--- config.mk ---
export PLATFORM = sky130hd
export DESIGN_NAME = latin_square_hop_chain
export DESIGN_NICKNAME = d
export VERILOG_FILES = /design/src/sv/lshc_pkg.sv /design/src/sv/lshc_cube_mem.sv /design/src/sv/lshc_ctrl.sv /design/src/sv/latin_square_hop_chain.sv
export VERILOG_INCLUDE_DIRS = /design/src /design/src/sv
export SDC_FILE = /design/constraint.sdc
export NUM_CORES = 2
export LEC_CHECK = 0
export BUFFER_PORTS_ARGS = -buffer_cell sky130_fd_sc_hd__buf_4
export CAP_MARGIN = 20
export CORE_UTILIZATION = 30
export DETAILED_ROUTE_END_ITERATION = 10
export GPL_ROUTABILITY_DRIVEN = 0
export SYNTH_ARGS = -nofsm -noshare
export SYNTH_HDL_FRONTEND = slang
export SYNTH_SLANG_ARGS = --single-unit
--- constraint.sdc ---
create_clock -name clock -period 26.8 [get_ports clock]
set_input_delay 5.36 -clock clock [delete_from_list [all_inputs] [get_ports clock]]
set_output_delay 5.36 -clock clock [all_outputs]
set_load 0.03 [all_outputs]
--- src/sv/latin_square_hop_chain_macros.svh ---
// Assertion macros used by lshc_ctrl.
`ifndef LATIN_SQUARE_HOP_CHAIN_MACROS_SVH
`define LATIN_SQUARE_HOP_CHAIN_MACROS_SVH

// Condition in a cycle implies consequence in the same cycle.
`define LSHC_ASSERT_NOW(label, cond, cons, msg) \
   label: assert property (@(posedge clock) disable iff (reset) (cond) |-> (cons)) \
      else $error(msg);

// Condition in a cycle implies consequence in the next cycle.
`define LSHC_ASSERT_NEXT(label, cond, cons, msg) \
   label: assert property (@(posedge clock) disable iff (reset) (cond) |=> (cons)) \
      else $error(msg);

`endif

--- src/sv/lshc_pkg.sv ---
`default_nettype none
package lshc_pkg;

   localparam int MAX_ORDER_DEFAULT = 16;
   localparam logic [4:0] ORDER_RESET = 5'd16;

   typedef enum logic [1:0] {
      ACT_HOP  = 2'd0,
      ACT_READ = 2'd1,
      ACT_LOAD = 2'd2,
      ACT_NONE = 2'd3
   } action_type;

   typedef enum logic [2:0] {
      ST_RC_SET_S  = 3'd0,
      ST_XY_TEST_Z = 3'd1,
      ST_RY_SET_Z  = 3'd2,
      ST_XC_SET_Z  = 3'd3,
      ST_XY_SET_S  = 3'd4,
      ST_RC_CLR_Z  = 3'd5,
      ST_RY_CLR_S  = 3'd6,
      ST_XC_CLR_S  = 3'd7
   } step_type;

endpackage
`default_nettype wire

--- src/sv/lshc_cube_mem.sv ---
`default_nettype none
module lshc_cube_mem
   import lshc_pkg::*;
#(
   parameter int MAX_ORDER = MAX_ORDER_DEFAULT,
   parameter int AW = $clog2(MAX_ORDER * MAX_ORDER)
) (
   input  wire logic                 clock,
   input  wire logic                 we,
   input  wire logic [AW-1:0]        waddr,
   input  wire logic [MAX_ORDER-1:0] wdata,
   input  wire logic [AW-1:0]        raddr,
   output logic      [MAX_ORDER-1:0] rdata
);

   localparam int DEPTH = MAX_ORDER * MAX_ORDER;

   logic [MAX_ORDER-1:0] mem [DEPTH];
   logic [MAX_ORDER-1:0] rdata_ff;

   always_ff @(posedge clock) begin
      if (we) begin
         mem[waddr] <= wdata;
      end
      rdata_ff <= mem[raddr];
   end

   assign rdata = rdata_ff;

endmodule
`default_nettype wire

--- src/sv/lshc_ctrl.sv ---
`default_nettype none
module lshc_ctrl
   import lshc_pkg::*;
#(
   parameter int MAX_ORDER = MAX_ORDER_DEFAULT,
   parameter int NW = $clog2(MAX_ORDER + 1)
) (
   input  wire logic          clock,
   input  wire logic          reset,
   input  wire logic [NW-1:0] n,
   input  wire logic          req_valid,
   output logic               req_stall,
   input  wire logic [1:0]    req_action,
   input  wire logic [3:0]    req_row,
   input  wire logic [3:0]    req_col,
   input  wire logic [3:0]    req_symbol,
   input  wire logic          req_pick_row,
   input  wire logic          req_pick_col,
   input  wire logic          req_pick_symbol,
   output logic               rsp_valid,
   input  wire logic          rsp_stall,
   output logic               rsp_improper_now,
   output logic               rsp_null_move,
   output logic [3:0]         rsp_far_row,
   output logic [3:0]         rsp_far_col,
   output logic [3:0]         rsp_far_symbol,
   output logic [15:0]        rsp_cell_mask
);

`include "latin_square_hop_chain_macros.svh"

   localparam int MW = MAX_ORDER;
   localparam int IW = (MAX_ORDER > 1) ? $clog2(MAX_ORDER) : 1;
   localparam int AW = $clog2(MAX_ORDER * MAX_ORDER);
   localparam int CW = NW + 8;
   localparam int N_RST = (MAX_ORDER < int'(ORDER_RESET)) ? MAX_ORDER : int'(ORDER_RESET);

   typedef enum logic [9:0] {
      S_IDLE   = 10'b0000000001,
      S_SWEEP  = 10'b0000000010,
      S_CELL   = 10'b0000000100,
      S_CELLW  = 10'b0000001000,
      S_SCAN   = 10'b0000010000,
      S_SCANW  = 10'b0000100000,
      S_PICK   = 10'b0001000000,
      S_RMW_RD = 10'b0010000000,
      S_RMW_WR = 10'b0100000000,
      S_DONE   = 10'b1000000000
   } state_type;

   typedef struct packed {
      logic          we;
      logic [AW-1:0] waddr;
      logic [MW-1:0] wdata;
      logic [AW-1:0] raddr;
   } mem_port_type;

   state_type     state_ff, state_in;
   step_type      step_ff, step_in;
   action_type    act_ff, act_in;
   logic [NW-1:0] n_ff, n_in;
   logic [IW-1:0] r_ff, r_in, c_ff, c_in, s_ff, s_in;
   logic [IW-1:0] x_ff, x_in, y_ff, y_in, z_ff, z_in;
   logic [IW-1:0] neg_r_ff, neg_r_in, neg_c_ff, neg_c_in, neg_s_ff, neg_s_in;
   logic [IW-1:0] idx_ff, idx_in, cap_idx_ff, cap_idx_in;
   logic [IW-1:0] si_ff, si_in, sj_ff, sj_in;
   logic [2:0]    pk_ff, pk_in;
   logic          imp_ff, imp_in, hop_imp_ff, hop_imp_in;
   logic          ph_ff, ph_in, cap_v_ff, cap_v_in, cap_ph_ff, cap_ph_in;
   logic          sweep_item_ff, sweep_item_in;
   logic [MW-1:0] zm_ff, zm_in, ym_ff, ym_in, xm_ff, xm_in;
   logic          res_null_ff, res_null_in, res_ok_ff, res_ok_in;
   logic [15:0]   res_mask_ff, res_mask_in;
   logic          rsp_valid_ff, rsp_valid_in, rsp_imp_ff, rsp_imp_in;
   logic          rsp_null_ff, rsp_null_in;
   logic [3:0]    rsp_row_ff, rsp_row_in, rsp_col_ff, rsp_col_in, rsp_sym_ff, rsp_sym_in;
   logic [15:0]   rsp_mask_ff, rsp_mask_in;

   mem_port_type  mem;
   logic [MW-1:0] rd;
   logic [MW-1:0] lim;
   logic [IW:0]   sum;
   logic [IW-1:0] sym;
   logic [IW-1:0] st_r, st_c, st_b;
   logic          st_set;
   logic [MW-1:0] st_bit;

   function automatic logic [AW-1:0] addr_of(logic [IW-1:0] r, logic [IW-1:0] c);
      return AW'(AW'(r) * AW'(MAX_ORDER) + AW'(c));
   endfunction

   function automatic logic [IW-1:0] choose(logic [MW-1:0] m, logic hi);
      logic [IW-1:0] found;
      logic          seen;
      found = '0;
      seen = 1'b0;
      for (int i = 0; i < MW; i++) begin
         if (m[i] && (hi || !seen)) begin
            found = IW'(i);
            seen = 1'b1;
         end
      end
      return found;
   endfunction

   lshc_cube_mem #(
      .MAX_ORDER(MAX_ORDER),
      .AW(AW)
   ) u_mem (
      .clock(clock),
      .we(mem.we),
      .waddr(mem.waddr),
      .wdata(mem.wdata),
      .raddr(mem.raddr),
      .rdata(rd)
   );

   always_comb begin
      for (int i = 0; i < MW; i++) begin
         lim[i] = (CW'(i) < CW'(n));
      end
   end

   always_comb begin
      sum = (IW + 1)'(si_ff) + (IW + 1)'(sj_ff);
      if (CW'(sum) >= CW'(n_ff)) begin
         sum = (IW + 1)'(CW'(sum) - CW'(n_ff));
      end
      sym = IW'(sum);
   end

   always_comb begin
      st_r = r_ff;
      st_c = c_ff;
      st_b = s_ff;
      st_set = 1'b1;
      unique case (step_ff)
         ST_RC_SET_S: begin
            st_r = r_ff; st_c = c_ff; st_b = s_ff; st_set = 1'b1;
         end
         ST_XY_TEST_Z: begin
            st_r = x_ff; st_c = y_ff; st_b = z_ff; st_set = 1'b0;
         end
         ST_RY_SET_Z: begin
            st_r = r_ff; st_c = y_ff; st_b = z_ff; st_set = 1'b1;
         end
         ST_XC_SET_Z: begin
            st_r = x_ff; st_c = c_ff; st_b = z_ff; st_set = 1'b1;
         end
         ST_XY_SET_S: begin
            st_r = x_ff; st_c = y_ff; st_b = s_ff; st_set = 1'b1;
         end
         ST_RC_CLR_Z: begin
            st_r = r_ff; st_c = c_ff; st_b = z_ff; st_set = 1'b0;
         end
         ST_RY_CLR_S: begin
            st_r = r_ff; st_c = y_ff; st_b = s_ff; st_set = 1'b0;
         end
         ST_XC_CLR_S: begin
            st_r = x_ff; st_c = c_ff; st_b = s_ff; st_set = 1'b0;
         end
         default: begin
            st_set = 1'b0;
         end
      endcase
      st_bit = MW'(1) << st_b;
   end

   always_comb begin
      state_in = state_ff;
      step_in = step_ff;
      act_in = act_ff;
      n_in = n_ff;
      r_in = r_ff; c_in = c_ff; s_in = s_ff;
      x_in = x_ff; y_in = y_ff; z_in = z_ff;
      neg_r_in = neg_r_ff; neg_c_in = neg_c_ff; neg_s_in = neg_s_ff;
      idx_in = idx_ff;
      cap_idx_in = idx_ff;
      cap_ph_in = ph_ff;
      cap_v_in = 1'b0;
      si_in = si_ff; sj_in = sj_ff;
      pk_in = pk_ff;
      imp_in = imp_ff;
      hop_imp_in = hop_imp_ff;
      ph_in = ph_ff;
      sweep_item_in = sweep_item_ff;
      zm_in = zm_ff; ym_in = ym_ff; xm_in = xm_ff;
      res_null_in = res_null_ff;
      res_ok_in = res_ok_ff;
      res_mask_in = res_mask_ff;
      rsp_valid_in = rsp_valid_ff && rsp_stall;
      rsp_imp_in = rsp_imp_ff;
      rsp_null_in = rsp_null_ff;
      rsp_row_in = rsp_row_ff; rsp_col_in = rsp_col_ff; rsp_sym_in = rsp_sym_ff;
      rsp_mask_in = rsp_mask_ff;
      mem.we = 1'b0;
      mem.waddr = addr_of(st_r, st_c);
      mem.wdata = rd;
      mem.raddr = addr_of(r_ff, c_ff);

      if (cap_v_ff && rd[s_ff]) begin
         if (cap_ph_ff) begin
            xm_in[cap_idx_ff] = 1'b1;
         end else begin
            ym_in[cap_idx_ff] = 1'b1;
         end
      end

      unique case (state_ff)
         S_IDLE: begin
            if (req_valid) begin
               act_in = action_type'(req_action);
               pk_in = {req_pick_row, req_pick_col, req_pick_symbol};
               hop_imp_in = imp_ff;
               res_null_in = 1'b0;
               res_ok_in = 1'b0;
               res_mask_in = '0;
               state_in = S_DONE;
               unique case (action_type'(req_action))
                  ACT_LOAD: begin
                     si_in = '0;
                     sj_in = '0;
                     n_in = n;
                     sweep_item_in = 1'b1;
                     state_in = S_SWEEP;
                  end
                  ACT_READ: begin
                     r_in = IW'(req_row);
                     c_in = IW'(req_col);
                     if (CW'(req_row) < CW'(n) && CW'(req_col) < CW'(n)) begin
                        state_in = S_CELL;
                     end
                  end
                  ACT_HOP: begin
                     if (imp_ff) begin
                        r_in = neg_r_ff; c_in = neg_c_ff; s_in = neg_s_ff;
                        if (CW'(neg_r_ff) < CW'(n) && CW'(neg_c_ff) < CW'(n)
                            && CW'(neg_s_ff) < CW'(n)) begin
                           state_in = S_CELL;
                        end else begin
                           res_null_in = 1'b1;
                        end
                     end else begin
                        r_in = IW'(req_row); c_in = IW'(req_col); s_in = IW'(req_symbol);
                        if (CW'(req_row) < CW'(n) && CW'(req_col) < CW'(n)
                            && CW'(req_symbol) < CW'(n)) begin
                           state_in = S_CELL;
                        end else begin
                           res_null_in = 1'b1;
                        end
                     end
                  end
                  default: begin
                     state_in = S_DONE;
                  end
               endcase
            end
         end
         S_SWEEP: begin
            mem.we = 1'b1;
            mem.waddr = addr_of(si_ff, sj_ff);
            mem.wdata = (CW'(si_ff) < CW'(n_ff) && CW'(sj_ff) < CW'(n_ff))
                        ? (MW'(1) << sym) : '0;
            sj_in = sj_ff + IW'(1);
            if (sj_ff == IW'(MAX_ORDER - 1)) begin
               sj_in = '0;
               si_in = si_ff + IW'(1);
               if (si_ff == IW'(MAX_ORDER - 1)) begin
                  si_in = '0;
                  imp_in = 1'b0;
                  neg_r_in = '0; neg_c_in = '0; neg_s_in = '0;
                  state_in = sweep_item_ff ? S_DONE : S_IDLE;
               end
            end
         end
         S_CELL: begin
            mem.raddr = addr_of(r_ff, c_ff);
            state_in = S_CELLW;
         end
         S_CELLW: begin
            if (act_ff == ACT_READ) begin
               res_mask_in = 16'(rd & lim);
               state_in = S_DONE;
            end else if (rd[s_ff]) begin
               res_null_in = 1'b1;
               state_in = S_DONE;
            end else begin
               zm_in = rd & lim;
               ym_in = '0;
               xm_in = '0;
               ph_in = 1'b0;
               idx_in = '0;
               state_in = S_SCAN;
            end
         end
         S_SCAN: begin
            mem.raddr = ph_ff ? addr_of(idx_ff, c_ff) : addr_of(r_ff, idx_ff);
            cap_v_in = 1'b1;
            idx_in = idx_ff + IW'(1);
            if (CW'(idx_ff) + CW'(1) == CW'(n)) begin
               idx_in = '0;
               ph_in = 1'b1;
               if (ph_ff) begin
                  state_in = S_SCANW;
               end
            end
         end
         S_SCANW: begin
            state_in = S_PICK;
         end
         S_PICK: begin
            if (zm_ff == '0 || ym_ff == '0 || xm_ff == '0) begin
               res_null_in = 1'b1;
               state_in = S_DONE;
            end else begin
               x_in = choose(xm_ff, pk_ff[2]);
               y_in = choose(ym_ff, pk_ff[1]);
               z_in = choose(zm_ff, pk_ff[0]);
               step_in = hop_imp_ff ? ST_XY_TEST_Z : ST_RC_SET_S;
               state_in = S_RMW_RD;
            end
         end
         S_RMW_RD: begin
            mem.raddr = addr_of(st_r, st_c);
            state_in = S_RMW_WR;
         end
         S_RMW_WR: begin
            mem.we = 1'b1;
            mem.wdata = st_set ? (rd | st_bit) : (rd & ~st_bit);
            if (step_ff == ST_XY_TEST_Z) begin
               if (rd[z_ff]) begin
                  imp_in = 1'b0;
               end else begin
                  imp_in = 1'b1;
                  neg_r_in = x_ff; neg_c_in = y_ff; neg_s_in = z_ff;
               end
            end
            if (step_ff == ST_XC_CLR_S) begin
               res_ok_in = 1'b1;
               state_in = S_DONE;
            end else begin
               step_in = step_type'(step_ff + 3'd1);
               state_in = S_RMW_RD;
            end
         end
         S_DONE: begin
            if (!rsp_valid_ff || !rsp_stall) begin
               rsp_valid_in = 1'b1;
               rsp_imp_in = imp_ff;
               rsp_null_in = res_null_ff;
               rsp_row_in = res_ok_ff ? 4'(x_ff) : 4'd0;
               rsp_col_in = res_ok_ff ? 4'(y_ff) : 4'd0;
               rsp_sym_in = res_ok_ff ? 4'(z_ff) : 4'd0;
               rsp_mask_in = res_mask_ff;
               state_in = S_IDLE;
            end
         end
         default: begin
            state_in = S_IDLE;
         end
      endcase
   end

   always_ff @(posedge clock) begin
      if (reset) begin
         state_ff <= S_SWEEP;
         n_ff <= NW'(N_RST);
         si_ff <= '0;
         sj_ff <= '0;
         sweep_item_ff <= 1'b0;
         imp_ff <= 1'b0;
         neg_r_ff <= '0;
         neg_c_ff <= '0;
         neg_s_ff <= '0;
         cap_v_ff <= 1'b0;
         rsp_valid_ff <= 1'b0;
      end else begin
         state_ff <= state_in;
         n_ff <= n_in;
         si_ff <= si_in;
         sj_ff <= sj_in;
         sweep_item_ff <= sweep_item_in;
         imp_ff <= imp_in;
         neg_r_ff <= neg_r_in;
         neg_c_ff <= neg_c_in;
         neg_s_ff <= neg_s_in;
         cap_v_ff <= cap_v_in;
         rsp_valid_ff <= rsp_valid_in;
      end
   end

   always_ff @(posedge clock) begin
      step_ff <= step_in;
      act_ff <= act_in;
      r_ff <= r_in; c_ff <= c_in; s_ff <= s_in;
      x_ff <= x_in; y_ff <= y_in; z_ff <= z_in;
      idx_ff <= idx_in;
      cap_idx_ff <= cap_idx_in;
      cap_ph_ff <= cap_ph_in;
      pk_ff <= pk_in;
      hop_imp_ff <= hop_imp_in;
      ph_ff <= ph_in;
      zm_ff <= zm_in; ym_ff <= ym_in; xm_ff <= xm_in;
      res_null_ff <= res_null_in;
      res_ok_ff <= res_ok_in;
      res_mask_ff <= res_mask_in;
      rsp_imp_ff <= rsp_imp_in;
      rsp_null_ff <= rsp_null_in;
      rsp_row_ff <= rsp_row_in; rsp_col_ff <= rsp_col_in; rsp_sym_ff <= rsp_sym_in;
      rsp_mask_ff <= rsp_mask_in;
   end

   assign req_stall = (state_ff != S_IDLE);
   assign rsp_valid = rsp_valid_ff;
   assign rsp_improper_now = rsp_imp_ff;
   assign rsp_null_move = rsp_null_ff;
   assign rsp_far_row = rsp_row_ff;
   assign rsp_far_col = rsp_col_ff;
   assign rsp_far_symbol = rsp_sym_ff;
   assign rsp_cell_mask = rsp_mask_ff;

   `LSHC_ASSERT_NOW(a_no_write_in_scan, state_ff == S_SCAN || state_ff == S_CELLW, !mem.we,
      "cube written during a scan")
   `LSHC_ASSERT_NOW(a_imp_rise_src, $rose(imp_ff), $past(state_ff == S_RMW_WR),
      "improper flag set outside the test step")
   `LSHC_ASSERT_NEXT(a_rd_then_wr, state_ff == S_RMW_RD, state_ff == S_RMW_WR,
      "read-modify-write step broken")
   `LSHC_ASSERT_NOW(a_null_no_far, rsp_valid_ff && rsp_null_ff,
      rsp_row_ff == 4'd0 && rsp_col_ff == 4'd0 && rsp_sym_ff == 4'd0,
      "null move reports a far triple")

endmodule
`default_nettype wire

--- src/sv/latin_square_hop_chain.sv ---
// Channel   Ports                                  Direction
// req       req_valid, req_stall, req_* fields     in
// rsp       rsp_valid, rsp_stall, rsp_* fields     out
// csr       csr_we, csr_wdata (order)              in
// A hop is paced by the memory's one read port, which serves both the scan and the
// read-modify-writes; from an improper square it skips the first read-modify-write.
// A load, and the pass after reset, write MAX_ORDER * MAX_ORDER cells, one per cycle.
// No item is accepted during that pass after reset; reset is synchronous.
// A finished result waits in the output register while the next item is accepted.
`default_nettype none
module latin_square_hop_chain
   import lshc_pkg::*;
#(
   parameter int MAX_ORDER = MAX_ORDER_DEFAULT
) (
   input  wire logic        clock,
   input  wire logic        reset,
   input  wire logic        csr_we,
   input  wire logic [4:0]  csr_wdata,
   input  wire logic        req_valid,
   output logic             req_stall,
   input  wire logic [1:0]  req_action,
   input  wire logic [3:0]  req_row,
   input  wire logic [3:0]  req_col,
   input  wire logic [3:0]  req_symbol,
   input  wire logic        req_pick_row,
   input  wire logic        req_pick_col,
   input  wire logic        req_pick_symbol,
   output logic             rsp_valid,
   input  wire logic        rsp_stall,
   output logic             rsp_improper_now,
   output logic             rsp_null_move,
   output logic [3:0]       rsp_far_row,
   output logic [3:0]       rsp_far_col,
   output logic [3:0]       rsp_far_symbol,
   output logic [15:0]      rsp_cell_mask
);

   localparam int NW = $clog2(MAX_ORDER + 1);

   logic [4:0]    order_ff, order_in;
   logic [NW-1:0] n_eff;

   always_comb begin
      order_in = csr_we ? csr_wdata : order_ff;
      if (order_ff < 5'd2) begin
         n_eff = NW'(2);
      end else if (int'(order_ff) > MAX_ORDER) begin
         n_eff = NW'(MAX_ORDER);
      end else begin
         n_eff = NW'(order_ff);
      end
   end

   always_ff @(posedge clock) begin
      if (reset) begin
         order_ff <= ORDER_RESET;
      end else begin
         order_ff <= order_in;
      end
   end

   lshc_ctrl #(
      .MAX_ORDER(MAX_ORDER),
      .NW(NW)
   ) u_ctrl (
      .clock(clock),
      .reset(reset),
      .n(n_eff),
      .req_valid(req_valid),
      .req_stall(req_stall),
      .req_action(req_action),
      .req_row(req_row),
      .req_col(req_col),
      .req_symbol(req_symbol),
      .req_pick_row(req_pick_row),
      .req_pick_col(req_pick_col),
      .req_pick_symbol(req_pick_symbol),
      .rsp_valid(rsp_valid),
      .rsp_stall(rsp_stall),
      .rsp_improper_now(rsp_improper_now),
      .rsp_null_move(rsp_null_move),
      .rsp_far_row(rsp_far_row),
      .rsp_far_col(rsp_far_col),
      .rsp_far_symbol(rsp_far_symbol),
      .rsp_cell_mask(rsp_cell_mask)
   );

endmodule
`default_nettype wire

==> summary.md <==
| Metric | Value |
|---|---|
| Status | finished clean |
| Synth top cells by count | edfxtp_1, nand2_1, a21oi_1 |
| Total grt overflow | 0 |
| I/O Pins | 59 |
| Period utilization | approximately a third |
| Switching share of power | roughly 28% |
| Clock Path Buffers | 4 |
| CTS tree | yes |
| Final net count | between 10000 and 15000 |
| P_sw | slightly below 0.005 W |
| Worst Hold Class | register to register |
| # rows | 277 |
| Resize count post-CTS | 0 |
| Die W | 757 um |
| Pwr Density | between 80 and 90 nW/um^2 |
| Synth top area share | roughly three quarters |
| Starting Density | a little under a third |
| Comb pwr share | between 10% and 20% |
| Startpoint types | register |
| Fin util | between 30% and 40% |
| Worst vdd ir | 0.119 mV |
| P_leak | 64.6 nW |
| Unrepaired setup endpoints after global routing | no |
| Iter 0 DRT Violations | about 15000 |
| Post-synth EDFFs | 4198 |
| Clock power share | 34.6% |
| Critical Path End Type | register |
| Post-Route WL | around 520000 um |
| Vias | ~110k |
| Warnings, synthesis | 0 |
| Slew Viols, Final | 0 |
| Wl on met1 | approximately 210000 um |
| Worst EP required | approximately 28 ns |
| Final Hold Fails | 0 |
| Setup Crit Path Kind | register to register |
| TritonRoute pass-1 iters | 6 |
| Top-count cell post-synth | edfxtp_1 |
| H-tree levels | 5 |
| Yosys reg bits | about 4300 |
| Post-synthesis area per instance | 14.6 sq um |
| Worst-Skew Late Latency | just over 1 ns |
| Top Layer Used | met5 |
| Initial antenna violation count | 29 |
| Ys flop type | edfxtp_1 |
| Clock slew at reported path FFs | 0.06 ns |
| Number of global-route vias before repair | roughly 99000 |
| Post-route clock skew | between 0.08 and 0.09 ns |
| Chip height | 757 um |
| Share of cells above drive strength 1 | between 10% and 20% |
| DR WL met2 | between 200000 and 250000 um |
| Drt drc | 0 |
| Area Overhead vs Synth | 14.6% |
| Post-synth top area cell | edfxtp_1 |
| Async SR Flop Fraction | 0% |
| IO Port Bufs | 58 |
| Placed cell count | ~19000 |
| Dominant cells by area after synthesis | edfxtp_1, mux2i_1, a21oi_1, nand2_1, a211oi_1 |
| Mapped Area | 171000 sq um |
| Clk sink count | 4295 |
| Largest net degree at the start of global routing | 177 |
| Worst endpoint data arrival time | slightly below 10 ns |
| Drt wl/cell | 26.4 um |
| Crit path time final | approximately 9 ns |
| Internal Power | ~0.012 W |
| First-pass GRT wire length | around 740000 um |
| Post-CTS Setup Bufs | 0 |
| Met3 routed wirelength | between 50000 and 60000 um |
| Die Area | between 500000 and 600000 sq um |
| Reg power frac | 50.6% |
| Core area | between 500000 and 600000 sq um |
| Final HPWL DP | just over 300000 um |
| Worst slew margin | just over 10% |
| Final ANT Viol Nets | 0 |
| Synth Net Count | 11800 |
| Mapped Cells | between 10000 and 15000 |
| CTS Hold Bufs | 0 |
| Fill count | 54000 |
| Max-cap violation count | 0 |
| Reg area | 128000 sq um |
| Clk root buf | clkbuf_16 |
| Cts bufs inserted | roughly 430 |
| Sum Neg Setup Slack | 0 ns |
| Synth cell types | 82 |
| Global-route usage over all layers | between 10% and 20% |
| Final setup fails | 0 |
| F_max | 0.113 GHz |
| Area occupied by multi-input gates | 40100 sq um |
| Sequential fraction of the synthesis area | between 70% and 80% |
| Final cell count without fillers | ~20000 |
| Number of vias per cell | about 5.4 |
| Worst-Margin Slew | between 1 and 1.5 ns |
| Crit Path Max Fanout | between 50 and 60 |
-- cells in the final DEF, fill, tap and decap left out, types with 293 or more instances in the layout --
master,synthesis,layout
edfxtp_1,4198,4198
nand2_1,1535,1527
a21oi_1,1199,1198
mux2i_1,651,651
buf_4,26,505
clkbuf_16,0,426
a211oi_1,416,416
nor2_1,433,378
nand3_1,391,370
a22oi_1,314,314
o22ai_1,293,293
-- worst paths after layout --
path	slack, ns	from	cells after the start	endpoint
max	17.97	u_ctrl.state_ff[0]$_SDFFE_PP0P_	17	u_ctrl.u_mem.rdata[14]$_DFF_P_
min	0.42	u_ctrl.res_mask_ff[15]$_SDFFCE_PP0P_	0	u_ctrl.rsp_cell_mask[15]$_DFFE_PP_
max reg2reg	17.97	u_ctrl.state_ff[0]$_SDFFE_PP0P_	17	u_ctrl.u_mem.rdata[14]$_DFF_P_
min reg2reg	0.42	u_ctrl.res_mask_ff[15]$_SDFFCE_PP0P_	0	u_ctrl.rsp_cell_mask[15]$_DFFE_PP_
-- critical path: stages (launching register included) --
cell and delay [ns]:
dfxtp_1 0.36, nor4_1 0.56, o2111ai_1 0.23, buf_4 0.21, nand2_4 0.42, buf_4 0.59
and3_4 0.72, buf_4 0.68, buf_4 0.68, buf_4 0.71, buf_4 0.66, buf_4 0.63
mux2i_1 0.25, a22oi_1 0.10, a22oi_1 0.24, a21oi_1 0.16, nor4_2 1.05, nor4_2 0.12
-- metrics by stage --
step	power (W)	hold slack (ns)	setup WS (ns)	cell area [sq um]
final	0.0171	0.417	17.97	196000
after global routing	0.0175	0.425	17.86	196000
after CTS	0.0171	0.418	18.08	196000
after detailed placement	0.0113	0.405	18.16	182000
after global placement	0.0112	0.402	18.22	182000
after floorplan	0.0106	0.346	11.65	171000
-- cells by family after synthesis --
group / Yosys count / share of synthesized area, %
AOI/OAI and AO/OA: 2917 / 10.9
adders and majority gates: 43 / 0.323
buffers and inverters: 910 / 2.27
xor gates and xnor gates: 10 / 0.0512
muxes: 675 / 4.03
and+or+nand+nor: 2904 / 7.66
DFF: 4295 / 74.8
-- power by group through the flow --
stage	sequential (W)	combinational (W)	clock [W]
5_1_grt	0.00865	0.00264	0.00621
2_1_floorplan	0.00958	0.00107	0
4_1_cts	0.00864	0.00251	0.00598
3_3_place_gp	0.00878	0.00246	0
3_5_place_dp	0.00878	0.00250	0
6_report	0.00865	0.00254	0.00591
-- registers in the layout, indices dropped and copies added (netlist names), 5 cells and up --
signal                flops
order_ff                  5
u_ctrl.state_ff          10
u_ctrl.xm_ff             16
u_ctrl.rsp_cell_mask     16
u_ctrl.n_ff               5
u_ctrl.u_mem.rdata       16
u_ctrl.ym_ff             16
u_ctrl.res_mask_ff       16
u_ctrl.zm_ff             16
u_ctrl.u_mem.mem       4096
-- routing by layer --
| metal | vias up | track usage (%) |
|---|---|---|
| met5 | - | 0 |
| met4 | 2 | 6.18 |
| met3 | 835 | 3.81 |
| met2 | 5811 | 26.6 |
| met1 | 54700 | 24.5 |
| li1 | 46000 | - |
-- final cells by class --
type,count,share of cell area [%]
flip-flops and latches,4295,65.3
multi-input cells,6549,20.5
clock buffers,514,5.62
well taps,7533,4.81
repair buffers,551,2.32
clock inverters,276,1.36
inverters,72,0.138
diodes,16,0.0204
(Power assumes the default switching activity.)
